`src/rtl/core/trps_pkg.sv`:
```
// Shared types and Q2.16 constants for the telemetry risk peak score block.
// No dependencies; imported by every module under rtl/core.
`default_nettype none

package trps_pkg;

	localparam logic [17:0] ONE_Q16   = 18'd65536;
	localparam logic [17:0] TWO_Q16   = 18'd131072;
	localparam logic [17:0] THREE_Q16 = 18'd196608;

	// Registered copy of one input transaction
	typedef struct packed {
		logic [15:0] power;
		logic [12:0] temp;    // two's complement, 1/16 degree
		logic [16:0] err;
		logic [16:0] expo;
		logic        last;
	} sample_t;

	// Normalized values, unsigned Q2.16
	typedef struct packed {
		logic [17:0] p;
		logic [17:0] t;
		logic [17:0] e;
		logic [17:0] x;
		logic        last;
	} norm_t;

	// Per-stage load enables from the pipeline control in the top level
	typedef struct packed {
		logic en_s2;
		logic en_s3;
		logic en_s4;
	} ctl_t;

endpackage

`default_nettype wire

```
`src/rtl/core/trps_norm.sv`:
```
// Normalization stage: piecewise-linear scaling of the four telemetry values
// against their ceilings, clamped, registered into stage 2. Uses trps_pkg.
`default_nettype none

module trps_norm (
	input  wire                     clk,
	input  trps_pkg::sample_t       smp_s1,
	input  trps_pkg::ctl_t          ctl,
	output trps_pkg::norm_t         norm_s2
);
	import trps_pkg::*;

	// floor(m * 16384 / 125) = (m * P_RECIP) >> 17, exact for m < 1000
	localparam logic [24:0] P_RECIP = 25'd17179870;
	// floor(m * 2048 / 65) = (m * T_RECIP) >> 18, exact for m < 7900
	localparam logic [22:0] T_RECIP = 23'd8259553;
	// floor(m / 9) = (m * X_RECIP) >> 24, exact for m < 2^21
	localparam logic [20:0] X_RECIP = 21'd1864136;

	logic [9:0]  p_m;
	logic [34:0] p_prod;
	logic [17:0] p_n;

	logic        t_pos;
	logic [11:0] t_u;
	logic [12:0] t_m;
	logic [35:0] t_prod;
	logic [17:0] t_n;

	logic [16:0] e_sat;
	logic [19:0] e_v;
	logic [17:0] e_n;

	logic [16:0] x_sat;
	logic [20:0] x_m;
	logic [41:0] x_prod;
	logic [17:0] x_n;

	norm_t       norm_d;

	// power: below 250 mW the slope is 1/250, above it 1/500 from 1.0
	always_comb begin
		if (smp_s1.power <= 16'd250) begin
			p_m = {smp_s1.power[8:0], 1'b0};
		end else begin
			p_m = smp_s1.power[9:0] + 10'd250;
		end
		p_prod = 35'(p_m) * 35'(P_RECIP);
		// 750 mW and up lands at or beyond 2.0
		if (smp_s1.power >= 16'd750) begin
			p_n = TWO_Q16;
		end else begin
			p_n = p_prod[34:17];
		end
	end

	// temperature: ceiling 65 C = 1040; zero and below read as 0
	always_comb begin
		t_pos = !smp_s1.temp[12] && (smp_s1.temp != 13'd0);
		t_u   = smp_s1.temp[11:0];
		if (t_u <= 12'd1040) begin
			t_m = {t_u, 1'b0};
		end else begin
			t_m = 13'(t_u) + 13'd1040;
		end
		t_prod = 36'(t_m) * 36'(T_RECIP);
		if (!t_pos) begin
			t_n = '0;
		end else if (t_prod[35:18] > TWO_Q16) begin
			t_n = TWO_Q16;
		end else begin
			t_n = t_prod[35:18];
		end
	end

	// error: ceiling 0.02, no division needed since 50 and 10 are integral
	always_comb begin
		e_sat = (smp_s1.err > 17'd65536) ? 17'd65536 : smp_s1.err;
		if (e_sat <= 17'd1310) begin
			e_v = 20'(e_sat) * 20'd50;
		end else begin
			e_v = 20'(e_sat) * 20'd10 + 20'd52428;
		end
		e_n = (e_v > 20'(THREE_Q16)) ? THREE_Q16 : e_v[17:0];
	end

	// exposure: ceiling 0.30; both segments brought to a common /9
	always_comb begin
		x_sat = (smp_s1.expo > 17'd65536) ? 17'd65536 : smp_s1.expo;
		if (x_sat <= 17'd19660) begin
			x_m = 21'(x_sat) * 21'd30;
		end else begin
			x_m = 21'(x_sat) * 21'd10 + 21'd393216;
		end
		x_prod = 42'(x_m) * 42'(X_RECIP);
		x_n = (x_prod[41:24] > TWO_Q16) ? TWO_Q16 : x_prod[41:24];
	end

	always_comb begin
		norm_d.p    = p_n;
		norm_d.t    = t_n;
		norm_d.e    = e_n;
		norm_d.x    = x_n;
		norm_d.last = smp_s1.last;
	end

	always_ff @(posedge clk) begin
		if (ctl.en_s2) begin
			norm_s2 <= norm_d;
		end
	end

endmodule

`default_nettype wire

```
`src/rtl/core/trps_score.sv`:
```
// Score stages: weighted sum of the normalized values (stage 3) and the
// truncating divide by 400 (stage 4). Uses trps_pkg.
`default_nettype none

module trps_score (
	input  wire                     clk,
	input  trps_pkg::norm_t         norm_s2,
	input  trps_pkg::ctl_t          ctl,
	output logic [16:0]             risk_s4,
	output logic                    last_s4
);
	import trps_pkg::*;

	// floor(s / 400) = (s * S_RECIP) >> 33, exact for s < 2^24
	localparam logic [24:0] S_RECIP = 25'd21474837;

	logic [23:0] sum_d;
	logic [23:0] sum_s3;
	logic        last_s3;
	logic [48:0] div_prod;

	// 0.35/0.30/0.20/0.15 over 4, scaled to integers over 400
	always_comb begin
		sum_d = 24'(norm_s2.p) * 24'd35 + 24'(norm_s2.t) * 24'd30
			+ 24'(norm_s2.e) * 24'd20 + 24'(norm_s2.x) * 24'd15;
	end

	always_ff @(posedge clk) begin
		if (ctl.en_s3) begin
			sum_s3  <= sum_d;
			last_s3 <= norm_s2.last;
		end
	end

	// quotient tops out near 0.55, so no clamp to 1.0 is needed
	assign div_prod = 49'(sum_s3) * 49'(S_RECIP);

	always_ff @(posedge clk) begin
		if (ctl.en_s4) begin
			risk_s4 <= {1'b0, div_prod[48:33]};
			last_s4 <= last_s3;
		end
	end

endmodule

`default_nettype wire

```
`src/rtl/core/trps_peak.sv`:
```
// Window peak tracker and output register: folds each risk into the running
// maximum and emits it on the window's last sample. Uses trps_pkg.
`default_nettype none

module trps_peak (
	input  wire          clk,
	input  wire          arst_n,
	input  wire          valid_s4,
	input  wire  [16:0]  risk_s4,
	input  wire          last_s4,
	output logic         fire_s4,
	output logic         score_valid,
	input  wire          score_stall,
	output logic [16:0]  risk_score_q16
);
	import trps_pkg::*;

	logic [16:0] peak_q;
	logic [16:0] peak_next;
	logic        out_valid_q;
	logic [16:0] out_data_q;
	logic        out_free;

	assign out_free  = !out_valid_q || !score_stall;
	// a non-last sample never needs the output register
	assign fire_s4   = valid_s4 && (!last_s4 || out_free);
	assign peak_next = (risk_s4 > peak_q) ? risk_s4 : peak_q;

	always_ff @(posedge clk or negedge arst_n) begin
		if (!arst_n) begin
			peak_q      <= '0;
			out_valid_q <= 1'b0;
		end else begin
			if (fire_s4) begin
				peak_q <= last_s4 ? '0 : peak_next;
			end
			if (fire_s4 && last_s4) begin
				out_valid_q <= 1'b1;
			end else if (!score_stall) begin
				out_valid_q <= 1'b0;
			end
		end
	end

	always_ff @(posedge clk) begin
		if (fire_s4 && last_s4) begin
			out_data_q <= peak_next;
		end
	end

	assign score_valid    = out_valid_q;
	assign risk_score_q16 = out_data_q;

endmodule

`default_nettype wire

```
`src/rtl/core/telemetry_risk_peak_score.sv`:
```
// Telemetry risk peak score, top level. Takes one sample transaction per clock
// unless sample_stall holds it, and returns the peak Q16 risk of the window on
// the sample marked last. After the last sample is accepted it passes through the
// input register, normalization (one constant multiply per field), weighted sum,
// divide by 400 (one constant multiply), then the peak compare into the output
// register. Throughput is one sample per cycle while no stall holds the flow;
// each stage holds its data only while the stage after it is full, so a waiting
// score blocks the input only once the four stages fill up.
// Depends on trps_pkg, trps_norm, trps_score and trps_peak.
`default_nettype none

module telemetry_risk_peak_score (
	input  wire          clk,
	input  wire          arst_n,
	input  wire          sample_valid,
	output logic         sample_stall,
	input  wire  [15:0]  pwr_mw,
	input  wire  [12:0]  temperature_q4,
	input  wire  [16:0]  error_q16,
	input  wire  [16:0]  exposure_q16,
	input  wire          last_sample,
	output logic         score_valid,
	input  wire          score_stall,
	output logic [16:0]  risk_score_q16
);
	import trps_pkg::*;

	sample_t     smp_s1;
	norm_t       norm_s2;
	ctl_t        ctl;
	logic [16:0] risk_s4;
	logic        last_s4;
	logic        fire_s4;

	logic        valid_s1_q;
	logic        valid_s2_q;
	logic        valid_s3_q;
	logic        valid_s4_q;
	logic        en_s1;

	// a stage loads when it is empty or its contents move on this cycle
	always_comb begin
		ctl.en_s4 = !valid_s4_q || fire_s4;
		ctl.en_s3 = !valid_s3_q || ctl.en_s4;
		ctl.en_s2 = !valid_s2_q || ctl.en_s3;
		en_s1     = !valid_s1_q || ctl.en_s2;
	end

	assign sample_stall = !en_s1;

	always_ff @(posedge clk or negedge arst_n) begin
		if (!arst_n) begin
			valid_s1_q <= 1'b0;
			valid_s2_q <= 1'b0;
			valid_s3_q <= 1'b0;
			valid_s4_q <= 1'b0;
		end else begin
			if (en_s1) begin
				valid_s1_q <= sample_valid;
			end
			if (ctl.en_s2) begin
				valid_s2_q <= valid_s1_q;
			end
			if (ctl.en_s3) begin
				valid_s3_q <= valid_s2_q;
			end
			if (ctl.en_s4) begin
				valid_s4_q <= valid_s3_q;
			end
		end
	end

	always_ff @(posedge clk) begin
		if (en_s1) begin
			smp_s1.power <= pwr_mw;
			smp_s1.temp  <= temperature_q4;
			smp_s1.err   <= error_q16;
			smp_s1.expo  <= exposure_q16;
			smp_s1.last  <= last_sample;
		end
	end

	trps_norm u_norm (
		.clk     (clk),
		.smp_s1  (smp_s1),
		.ctl     (ctl),
		.norm_s2 (norm_s2)
	);

	trps_score u_score (
		.clk     (clk),
		.norm_s2 (norm_s2),
		.ctl     (ctl),
		.risk_s4 (risk_s4),
		.last_s4 (last_s4)
	);

	trps_peak u_peak (
		.clk            (clk),
		.arst_n         (arst_n),
		.valid_s4       (valid_s4_q),
		.risk_s4        (risk_s4),
		.last_s4        (last_s4),
		.fire_s4        (fire_s4),
		.score_valid    (score_valid),
		.score_stall    (score_stall),
		.risk_score_q16 (risk_score_q16)
	);

endmodule

`default_nettype wire

```
`config.mk`:
```
export PLATFORM = sky130hd
export DESIGN_NAME = telemetry_risk_peak_score
export DESIGN_NICKNAME = d
export VERILOG_FILES = /design/src/rtl/core/trps_pkg.sv /design/src/rtl/core/trps_norm.sv /design/src/rtl/core/trps_score.sv /design/src/rtl/core/trps_peak.sv /design/src/rtl/core/telemetry_risk_peak_score.sv
export SDC_FILE = /design/constraint.sdc
export NUM_CORES = 2
export LEC_CHECK = 0
export CAP_MARGIN = 30
export CORE_ASPECT_RATIO = 0.9
export CORE_UTILIZATION = 40
export CTS_BUF_LIST = sky130_fd_sc_hd__clkbuf_4 sky130_fd_sc_hd__clkbuf_8
export CTS_CLUSTER_DIAMETER = 60
export DETAILED_ROUTE_END_ITERATION = 12
export DONT_BUFFER_PORTS = 1
export REMOVE_ABC_BUFFERS = 1
export SETUP_SLACK_MARGIN = 0.4
export SLEW_MARGIN = 40
export SYNTH_ARGS = -nofsm -noshare
export SYNTH_HDL_FRONTEND = slang
export SYNTH_SLANG_ARGS = --single-unit
```
`constraint.sdc`:
```
create_clock -name clk -period 13.1 [get_ports clk]
set_input_delay 1.965 -clock clk [delete_from_list [all_inputs] [get_ports clk]]
set_output_delay 1.965 -clock clk [all_outputs]
set_load 0.03 [all_outputs]
```
==> results.yml <==
logic_synthesis:
  synth_edf_count: 195
  ys.flop_type: "edfxtp_1"
  ys_seq_area_share_pct: 15.2
  yosys_warnings: 0
  post_synth_inst_count: 4137
  synth_area_mm2: 0.0421
  synthArstFlopShare_pct: 10.1
  avgSynthCellArea_um2: 10.2
  synth.distinct_cells: 85
  ys_ff_latch: 217
route:
  wirelength_um: 87000
  wire_per_inst_um: 15.6
  drt_iter0_drc: 1127
  vias: 27400
  dr.pass1.iters: 5
  drc: 0
  final_antenna_net_count: 0
  viasPerCell: 4.93
clock_network:
  cts_made_buffers: 44
  cts_tree: "built"
  clockBufferDepth: 3
  clkSinkCount: 217
  root_buffer: "clkbuf_8"
  path_clk_slew_ns: 0.06
  post-cts-setup-buffers: 0
  cts_resized: 0
  insertion_delay_ns: 0.66
  h-tree-depth: 2
  postCtsHoldBufs: 0
setup_path:
  cp_top_family: "adder cells"
  r2r_setup_slack_ns: 1.47
  cp_num_cells: 41
  path_max_fanout: 18
  worstPathRequired_ns: 13.44
  max_stage_delay_ns: 0.59
  crit_buf_inv: 5
  worst_r2r_path_depth: 41
  path_class: "reg2reg"
  endpoint_kind: "flop"
  cp_slowest_cell: "o21ai_0"
  cp-start-kind: "flop"
  arrival_ns: 11.97
  crit_top_cell: "fa_1"
sta:
  setup_tns_ns: 0
  skew_ns: 0.0528
  max_freq_mhz: 86.0
  fin_crit_sh_pct: 88.8
  tightest_slew_ns: 0.796
  rsz0062_at_grt: "no"
  relSlewSlack_pct: 46.7
  min_period_ns: 11.63
  finalSetupViolations: 0
  finalMaxSlewViolations: 0
  hold_viol_final: 0
final_layout:
  layout_commonest_cell: "inv_1"
  final_core_util_pct: 43.1
  n_fill_cell: 10100
  finalNetCount: 5715
  mostFrequentLayoutCells: "inv_1, ha_1, fa_1, edfxtp_1, nand2_1"
  area_growth_pct: 6.33
  drive_gt1_share_pct: 3.62
grt:
  grt_usage_pct: 17.0
  antenna_found_initial: 1
  grt_pass1_vias: 28500
  grt_max_degree: 74
  grt_first_pass_wirelength_um: 145000
  overflow: 0
run_status:
  status: "finished clean"
die:
  start_util_pct: 40.5
  die_w_um: 344
  ios: 87
  die_y_um: 310
  rows: 112
  die_area_mm2: 0.107
  core-area_mm2: 0.104
place:
  gp_congestion: 0.906
  io_buffers: 0
  dpl.hpwl_um: 76800
worst_hold_path:
  min_path_type: "reg2reg"
  hold_depth: 0
flow_run:
  cap_violations: 0
==> registers in the layout, summed over array words and instances (netlist names), 16 cells and up <==
register,count
smp_s1,64
u_norm.norm_s2,72
u_peak.peak_q,17
u_peak.risk_score_q16,17
u_score.risk_s4,16
u_score.sum_s3,24
==> synthesized netlist by cell type, types with 5 or more instances <==
| master | instances | area share [%] |
|---|---|---|
| a22o_1 | 16 | 0.33 |
| a21boi_0 | 14 | 0.25 |
| o21bai_1 | 19 | 0.34 |
| nand4_1 | 26 | 0.39 |
| mux2i_1 | 13 | 0.31 |
| o41ai_1 | 6 | 0.12 |
| o21ai_0 | 107 | 1.3 |
| a211oi_1 | 15 | 0.27 |
| xnor2_1 | 128 | 2.7 |
| o31ai_1 | 10 | 0.18 |
| clkbuf_1 | 25 | 0.22 |
| o31a_1 | 5 | 0.10 |
| nand3_1 | 55 | 0.65 |
| nor3_2 | 8 | 0.19 |
| nand2b_1 | 24 | 0.36 |
| nand3b_1 | 9 | 0.16 |
| dfrtp_1 | 22 | 1.3 |
| a21oi_1 | 153 | 1.8 |
| edfxtp_1 | 195 | 14 |
| nor4_1 | 15 | 0.22 |
| nand2_1 | 154 | 1.4 |
| inv_1 | 986 | 8.8 |
| o2111ai_1 | 7 | 0.15 |
| fa_1 | 583 | 28 |
| o21a_1 | 28 | 0.50 |
| ha_1 | 904 | 27 |
| nor3b_1 | 12 | 0.21 |
| and2_1 | 17 | 0.25 |
| o311ai_0 | 5 | 0.10 |
| and4_1 | 5 | 0.10 |
| or2_2 | 15 | 0.22 |
| mux2_2 | 13 | 0.35 |
| a21o_1 | 85 | 1.5 |
| and3_1 | 21 | 0.31 |
| a31oi_1 | 22 | 0.33 |
| xor2_1 | 62 | 1.3 |
| or4_1 | 5 | 0.089 |
| o211ai_1 | 15 | 0.27 |
| nor2b_1 | 31 | 0.46 |
| nor2_1 | 151 | 1.3 |
| nor3_1 | 56 | 0.67 |
| or3_1 | 14 | 0.21 |
| and3b_1 | 5 | 0.10 |
==> path summary, 6_finish.rpt <==
check	startpoint	to
worst min-delay path	smp_s1[0]	u_norm.norm_s2[0]
max in group asynchronous	arst_n	u_peak.score_valid
worst max-delay path	smp_s1[13]	u_norm.norm_s2[1]
worst max register to register	smp_s1[13]	u_norm.norm_s2[1]
worst min register to register	smp_s1[0]	u_norm.norm_s2[0]
min in group asynchronous	arst_n	u_peak.peak_q[0]
==> layout make-up <==
cell class	instances	area [um^2]	share of cell area (%)
multi-input combinational	2902	32000	71.4
sequential	217	6410	14.3
inverter	986	3700	8.26
tap	1368	1710	3.82
clock buffer	54	681	1.52
clock inverter	26	239	0.533
timing repair buffer	9	67.6	0.151
antenna	5	12.5	0.0279
==> stage by stage <==
stage               std cells  setup slack (ns)  cell area (um^2)  hold slack (ns)
CTS                      5562              1.39             44800            0.414
global route             5567             0.434             44800            0.427
finish                   5567              1.47             44800            0.412
detailed placement       5482              1.51             43900            0.406
global placement         5482              1.57             43800            0.405
floorplan                4105              2.97             42000            0.400
==> worst reg2reg max path, delay by kind of cell (launching register included) <==
family | cells | cell delay [ns]
compound gates | 14 | 2.98
fa+ha+maj | 9 | 4.09
xor+xnor | 3 | 0.82
flops | 1 | 0.42
simple gates | 10 | 2.69
buf+inv | 5 | 0.31
==> logic make-up (layout without fill, tap and decap cells) <==
| logic type | after synthesis | count (layout) | share of synthesized area (%) |
|---|---|---|---|
| buffers and inverters | 1018 | 1075 | 9.11 |
| AOI/OAI and AO/OA | 560 | 560 | 8.81 |
| DFF | 217 | 217 | 15.2 |
| xor gates and xnor gates | 191 | 191 | 3.99 |
| other | 0 | 5 | 0 |
| adders and majority gates | 1488 | 1488 | 54.6 |
| and+or+nand+nor | 636 | 636 | 7.61 |
| muxes | 27 | 27 | 0.710 |
==> per-layer routing <==
layer	track usage, %	vias to the layer above	share of wire [%]
li1	-	13700	-
met1	25.1	13400	51
met2	27.0	338	44
met3	1.92	77	3.0
met4	3.15	0	1.4
met5	0	-	0
Power is left out: the tool's default activity adds up to more than one toggle a clock period on the data nets, which glitch-free logic cannot reach.
